$ cat config.mk
export PLATFORM = sky130hd
export DESIGN_NAME = rgb565_colour_range_counter
export DESIGN_NICKNAME = d
export VERILOG_FILES = /design/src/sv/rgbcrc_pkg.sv /design/src/sv/rgbcrc_classify.sv /design/src/sv/rgbcrc_counter_bank.sv /design/src/sv/rgb565_colour_range_counter.sv
export SDC_FILE = /design/constraint.sdc
export NUM_CORES = 1
export LEC_CHECK = 0
export BUFFER_PORTS_ARGS = -buffer_cell sky130_fd_sc_hd__buf_2
export CAP_MARGIN = 20
export CORE_MARGIN = 5
export CORE_UTILIZATION = 61
export CTS_BUF_LIST = sky130_fd_sc_hd__clkbuf_4
export DETAILED_ROUTE_END_ITERATION = 16
export HOLD_SLACK_MARGIN = 0.08
export PLACE_DENSITY = 0.82
export SETUP_SLACK_MARGIN = 0.2
export SLEW_MARGIN = 20
export SYNTH_ARGS = -nofsm -noshare
export SYNTH_HDL_FRONTEND = slang
export SYNTH_HIERARCHICAL = 1
export SYNTH_SLANG_ARGS = --single-unit
export TNS_END_PERCENT = 30
$ cat constraint.sdc
create_clock -name clock -period 7 [get_ports clock]
set_input_delay 1.4 -clock clock [delete_from_list [all_inputs] [get_ports clock]]
set_output_delay 1.4 -clock clock [all_outputs]
set_load 0.01 [all_outputs]
$ cat src/sv/rgbcrc_pkg.sv
// shared types and constants for the rgb565 colour range counter
// no dependencies

package rgbcrc_pkg;

   localparam int COUNT_W      = 11;
   localparam int CHAN_W       = 6;
   localparam int NUM_OBJECTS  = 4;
   localparam int NUM_CHANNELS = 3;
   localparam int NUM_COUNTS   = NUM_OBJECTS * NUM_CHANNELS;

   localparam logic [COUNT_W-1:0] COUNT_MAX       = '1;
   localparam logic [COUNT_W-1:0] MIN_COUNT_RESET = COUNT_W'(100);

   typedef logic [CHAN_W-1:0]  chan_type;
   typedef logic [COUNT_W-1:0] count_type;

   // entry object*3+channel, channels red, green, blue, objects pink, rocket, mushroom, yellow
   localparam chan_type RANGE_LO [NUM_COUNTS] = '{
      6'd26, 6'd13, 6'd17,
      6'd11, 6'd16, 6'd15,
      6'd11, 6'd18, 6'd6,
      6'd11, 6'd16, 6'd0
   };
   localparam chan_type RANGE_HI [NUM_COUNTS] = '{
      6'd31, 6'd19, 6'd24,
      6'd17, 6'd29, 6'd20,
      6'd16, 6'd25, 6'd24,
      6'd17, 6'd36, 6'd4
   };

   typedef struct packed {
      logic advance;
      logic last;
   } step_type;

endpackage

$ cat src/sv/rgbcrc_classify.sv
// rgb565 unpacking and per-object channel range compares
// depends on rgbcrc_pkg

module rgbcrc_classify import rgbcrc_pkg::*; (
   input  logic [7:0]            high_byte,
   input  logic [7:0]            low_byte,
   output logic [NUM_COUNTS-1:0] hit
);

   chan_type chan [NUM_CHANNELS];

   assign chan[0] = {1'b0, high_byte[7:3]};
   assign chan[1] = {high_byte[2:0], low_byte[7:5]};
   assign chan[2] = {1'b0, low_byte[4:0]};

   for (genvar k = 0; k < NUM_COUNTS; k++) begin : g_cmp
      assign hit[k] = (chan[k % NUM_CHANNELS] >= RANGE_LO[k]) &&
                      (chan[k % NUM_CHANNELS] <= RANGE_HI[k]);
   end

endmodule

$ cat src/sv/rgbcrc_counter_bank.sv
// twelve saturating channel counters and the per-object threshold test
// depends on rgbcrc_pkg

module rgbcrc_counter_bank import rgbcrc_pkg::*; (
   input  logic                   clock,
   input  logic                   reset,
   input  step_type               step,
   input  logic [NUM_COUNTS-1:0]  hit,
   input  count_type              min_count,
   output logic [NUM_OBJECTS-1:0] found
);

   logic [NUM_COUNTS-1:0][COUNT_W-1:0] count_ff;
   logic [NUM_COUNTS-1:0][COUNT_W-1:0] count_in;
   logic [NUM_COUNTS-1:0][COUNT_W-1:0] count_upd;
   logic [NUM_COUNTS-1:0]              above;

   for (genvar k = 0; k < NUM_COUNTS; k++) begin : g_cnt
      assign count_upd[k] = (hit[k] && count_ff[k] != COUNT_MAX) ?
                            count_ff[k] + COUNT_W'(1) : count_ff[k];
      assign above[k]     = count_upd[k] > min_count;
   end

   for (genvar o = 0; o < NUM_OBJECTS; o++) begin : g_obj
      assign found[o] = &above[o*NUM_CHANNELS +: NUM_CHANNELS];
   end

   always_comb begin
      count_in = count_ff;
      if (step.advance) begin
         if (step.last) begin
            count_in = '0;
         end else begin
            count_in = count_upd;
         end
      end
   end

   always_ff @(posedge clock) begin
      if (reset) begin
         count_ff <= '0;
      end else begin
         count_ff <= count_in;
      end
   end

   a_clear_after_line: assert property (@(posedge clock) disable iff (reset)
      step.advance && step.last |=> count_ff == '0)
      else $error("counters not cleared after last pixel");

   a_hold_when_idle: assert property (@(posedge clock) disable iff (reset)
      !step.advance |=> $stable(count_ff))
      else $error("counters moved without a pixel");

   a_no_flag_at_max: assert property (@(posedge clock) disable iff (reset)
      min_count == COUNT_MAX |-> found == '0)
      else $error("flag set with unreachable minimum");

endmodule

$ cat src/sv/rgb565_colour_range_counter.sv
// rgb565 colour range counter: pixel input register, counter bank, result register
// depends on rgbcrc_pkg, rgbcrc_classify and rgbcrc_counter_bank
// a last pixel goes from the pixel input register to the result register on rsp_
// throughput: one pixel per cycle, one update stage; rsp_stall holds a last pixel
// reset: synchronous, clears the counters and sets min_count to 100

module rgb565_colour_range_counter import rgbcrc_pkg::*; (
   input  logic         clock,
   input  logic         reset,
   input  logic         req_valid,
   output logic         req_stall,
   input  logic [7:0]   req_high_byte,
   input  logic [7:0]   req_low_byte,
   input  logic         req_last_pixel,
   output logic         rsp_valid,
   input  logic         rsp_stall,
   output logic         rsp_pink_object_found,
   output logic         rsp_rocket_object_found,
   output logic         rsp_mushroom_object_found,
   output logic         rsp_yellow_object_found,
   input  logic         csr_valid,
   output logic         csr_ready,
   input  logic [COUNT_W-1:0] csr_min_count
);

   logic                   pix_valid_ff;
   logic                   pix_valid_in;
   logic [7:0]             high_byte_ff;
   logic [7:0]             low_byte_ff;
   logic                   last_ff;
   count_type              min_count_ff;
   logic                   rsp_valid_ff;
   logic                   rsp_valid_in;
   logic [NUM_OBJECTS-1:0] flags_ff;
   logic [NUM_COUNTS-1:0]  hit;
   logic [NUM_OBJECTS-1:0] found;
   logic                   out_free;
   logic                   accept;
   step_type               step;

   assign out_free     = !rsp_valid_ff || !rsp_stall;
   assign step.advance = pix_valid_ff && (!last_ff || out_free);
   assign step.last    = last_ff;
   assign req_stall    = pix_valid_ff && !step.advance;
   assign accept       = req_valid && !req_stall;
   assign pix_valid_in = accept || (pix_valid_ff && !step.advance);
   assign rsp_valid_in = (step.advance && step.last) || (rsp_valid_ff && rsp_stall);
   assign csr_ready    = 1'b1;

   rgbcrc_classify u_classify (
      .high_byte (high_byte_ff),
      .low_byte  (low_byte_ff),
      .hit       (hit)
   );

   rgbcrc_counter_bank u_counter_bank (
      .clock     (clock),
      .reset     (reset),
      .step      (step),
      .hit       (hit),
      .min_count (min_count_ff),
      .found     (found)
   );

   always_ff @(posedge clock) begin
      if (reset) begin
         pix_valid_ff <= 1'b0;
         rsp_valid_ff <= 1'b0;
         min_count_ff <= MIN_COUNT_RESET;
      end else begin
         pix_valid_ff <= pix_valid_in;
         rsp_valid_ff <= rsp_valid_in;
         if (csr_valid && csr_ready) begin
            min_count_ff <= csr_min_count;
         end
      end
   end

   always_ff @(posedge clock) begin
      if (accept) begin
         high_byte_ff <= req_high_byte;
         low_byte_ff  <= req_low_byte;
         last_ff      <= req_last_pixel;
      end
      if (step.advance && step.last) begin
         flags_ff <= found;
      end
   end

   assign rsp_valid                 = rsp_valid_ff;
   assign rsp_pink_object_found     = flags_ff[0];
   assign rsp_rocket_object_found   = flags_ff[1];
   assign rsp_mushroom_object_found = flags_ff[2];
   assign rsp_yellow_object_found   = flags_ff[3];

   a_stall_needs_item: assert property (@(posedge clock) disable iff (reset)
      req_stall |-> pix_valid_ff && last_ff)
      else $error("input stalled without a waiting last pixel");

   a_result_from_last: assert property (@(posedge clock) disable iff (reset)
      $rose(rsp_valid_ff) |-> $past(step.advance && step.last))
      else $error("result raised without a last pixel");

   a_no_overwrite: assert property (@(posedge clock) disable iff (reset)
      rsp_valid_ff && rsp_stall |=> !$past(step.advance && step.last))
      else $error("stalled result overwritten");

endmodule
==> flow_metrics.tcl <==
set metrics [dict create \
    tightest_slew_ns 1.06 \
    drive_gt1_share_pct 8.65 \
    reg2reg_setup_slack_ns 2.99 \
    cp_slowest_cell "o32ai_1" \
    status "completed" \
    vias 11609 \
    ys_async_sr_fraction_pct 0 \
    p_leak_nw 5.49 \
    post_cts_resized 0 \
    crit_buf_inv 0 \
    max_freq_mhz 250 \
    pwr_density_cell_nw_per_um2 141 \
    yosysSeqAreaShare_pct 28.0 \
    die_w_um 154 \
    wl_per_cell_um 19.2 \
    port_buffers 38 \
    crit_fanout 5 \
    fin_skew_ns 0.0204 \
    initial_core_util_pct 62.2 \
    clkSlewWorstSetupHoldPaths_ns 0.15 \
    fp-row-count 52 \
    drc 0 \
    gp_congestion 0.889 \
    mappedNetlistNets 1664 \
    synthCells 1487 \
    critPathLaunchType "flip-flop" \
    grt_pass1_vias 10871 \
    cp_slowest_stage_delay_ns 0.76 \
    rsz0062_at_grt "no" \
    endpoint_kind "flip-flop" \
    ys_ff_latch 166 \
    coreArea_um2 20300 \
    nFillCells 1716 \
    ys_warn_count 6 \
    syn_area_um2 12600 \
    multiInputGateArea_um2 8470 \
    grt_pass1_wl_mm 54.4 \
    hold_class "flip-flop to flip-flop" \
    wirelength_mm 33.7 \
    via_per_inst 6.63 \
    clkLatencyLatePin_ns 0.58 \
    seq_area_um2 3530 \
    crit_type "flip-flop to flip-flop" \
    critical_path_arrival_ns 4.35 \
    cts_root_buf "clkbuf_4" \
    ir_worst_vdd_uv 118 \
    cts_buffers 17 \
    cts_setup_buffers 0 \
    dieArea_um2 23700 \
    hpwl_mm 22.7 \
    hold_viol_final 0 \
    ys_types 83 \
    period_share_pct 57.2 \
    finalSetupViolCount 0 \
    maxSlewViolCount 0 \
    synth_edf_count 21 \
    grt_max_degree 47 \
    overflow 0 \
    io_pins 40 \
    cts.sink_count 166 \
    cp.required_ns 7.35 \
    antenna_left 0 \
    cts_tree "yes" \
    finalSetupTns_ns 0 \
    crit_chain "nand2b_1 -> o32ai_1 -> nand2_1 -> a211oi_1 -> nand3_1 -> xnor2_1 -> ha_1 -> a211oi_1 -> o32ai_1 -> or3_1 -> and4b_1" \
    syn_avg_cell_area_um2 8.49 \
    drtPass1Iterations 5 \
    p_total_mw 1.85 \
    timing.max_cap.violations 0 \
    min_period_ns 4.01 \
    slew_headroom_pct 28.7 \
    synthFlopType "dfxtp_1" \
    ctsHoldBuffers 0 \
    clock_path_buffers 2 \
    track_usage_pct 27.9 \
    die_h_um 154 \
    htree_num_levels 4 \
    nNetsFinal 1644 \
    grt_antenna_before_repair 1 \
    syn2layout_area_growth_pct 3.81 \
    cp_top_family "compound AO/OA/AOI/OAI gates" \
    final_cell_mix "dfxtp_1 (145), ha_1 (144), o21ai_0 (108), a21oi_1 (106), nand2_1 (93)" \
    drtIter0Drc 911 \
    layout_commonest_cell "dfxtp_1" \
]
==> state kept, by name (all words and copies together) (netlist names) <==
register / flops
rsp_valid: 1
flags_ff: 4
last_ff: 1
pix_valid_ff: 1
min_count_ff: 11
u_counter_bank/count_ff: 132
low_byte_ff: 8
high_byte_ff: 8
==> Yosys cell counts (all sizes together), types with 4 or more instances <==
cell,instances,area share (%)
xnor2,68,4.7
a32o,8,0.63
o21ai,111,4.4
or3,21,1.0
o31ai,27,1.6
nand2b,9,0.45
nand3,69,2.8
mux2i,9,0.71
mux2,8,0.71
o32ai,4,0.28
xor2,29,2.0
nor2,86,2.6
and2,12,0.61
nor3,25,0.99
a41oi,24,2.1
o22ai,9,0.45
nand2,94,2.8
edfxtp,21,5.0
clkbuf,51,1.6
or4,4,0.33
nor2b,9,0.45
a21o,23,1.4
o22a,5,0.35
dfxtp,145,23
a21oi,107,4.2
and4,19,1.4
a31oi,55,2.8
nand3b,9,0.54
a211oi,20,1.2
o211a,14,1.1
ha,144,14
a41o,7,0.56
buf,38,2.0
and3,29,1.4
inv,50,1.5
o21a,8,0.48
a22o,4,0.28
a22oi,16,0.95
nand4,56,3.1
==> kinds of logic (layout without fill, tap and decap cells) <==
| group | Yosys count | count (layout) | synth area share [%] |
|---|---|---|---|
| compound gates | 465 | 465 | 24.9 |
| simple gates | 457 | 457 | 19.5 |
| flops | 166 | 166 | 28.0 |
| fa+ha+maj | 144 | 144 | 14.3 |
| buf+inv | 140 | 133 | 5.13 |
| xor+xnor | 97 | 97 | 6.73 |
| mux | 17 | 17 | 1.43 |
| other cells | 1 | 2 | 0.0297 |
==> layout make-up <==
type,instances,share of cell area (%)
Antenna cell,1,0.0191
Clock buffer,18,1.03
Clock inverter,14,1.14
Inverter,51,1.46
Multi-Input combinational cell,1181,64.7
Sequential cell,166,27.0
Tap cell,270,2.58
Timing Repair Buffer,50,2.14
==> routing by layer <==
metal | global-route usage [%] | share of wire [%] | vias up
met5 | 0 | 0 | -
met1 | 35.3 | 42 | 5447
li1 | - | - | 5617
met3 | 6.52 | 8.1 | 98
met2 | 45.2 | 46 | 447
met4 | 12.8 | 3.9 | 0
==> power breakdown <==
group / internal (mW) / switching, mW
Combinational: 0.0854 / 0.174
Clock: 0.220 / 0.374
Sequential: 0.981 / 0.0184
Total: 1.29 / 0.566
==> through the flow <==
| step | utilization, % | std cells | worst slack (ns) | area, um2 | hold slack (ns) |
|---|---|---|---|---|---|
| 2_1_floorplan | - | 1487 | 3.67 | 12600 | 0.451 |
| 3_3_place_gp | 63.1 | 1718 | 3.27 | 12800 | 0.466 |
| 3_5_place_dp | 63.1 | 1718 | 3.15 | 12800 | 0.474 |
| 4_1_cts | 64.5 | 1750 | 3.11 | 13100 | 0.499 |
| 5_1_grt | 64.5 | 1751 | 2.74 | 13100 | 0.535 |
| 6_report | 64.5 | 1751 | 2.99 | 13100 | 0.499 |
==> worst paths after layout <==
kind,from,depth (start not counted),to
min reg2reg,u_counter_bank/count_ff[45],2,u_counter_bank/count_ff[45]
min,u_counter_bank/count_ff[45],2,u_counter_bank/count_ff[45]
max,high_byte_ff[2],11,flags_ff[0]
max reg2reg,high_byte_ff[2],11,flags_ff[0]
==> worst reg2reg max path, stage by stage, from the launching register on <==
cell      delay (ns)
edfxtp_1        0.42
nand2b_1        0.21
o32ai_1         0.76
nand2_1         0.25
a211oi_1        0.56
nand3_1         0.20
xnor2_1         0.16
ha_1            0.29
a211oi_1        0.25
o32ai_1         0.14
or3_1           0.33
and4b_1         0.21
No activity file was read; power rests on OpenSTA's default activity.
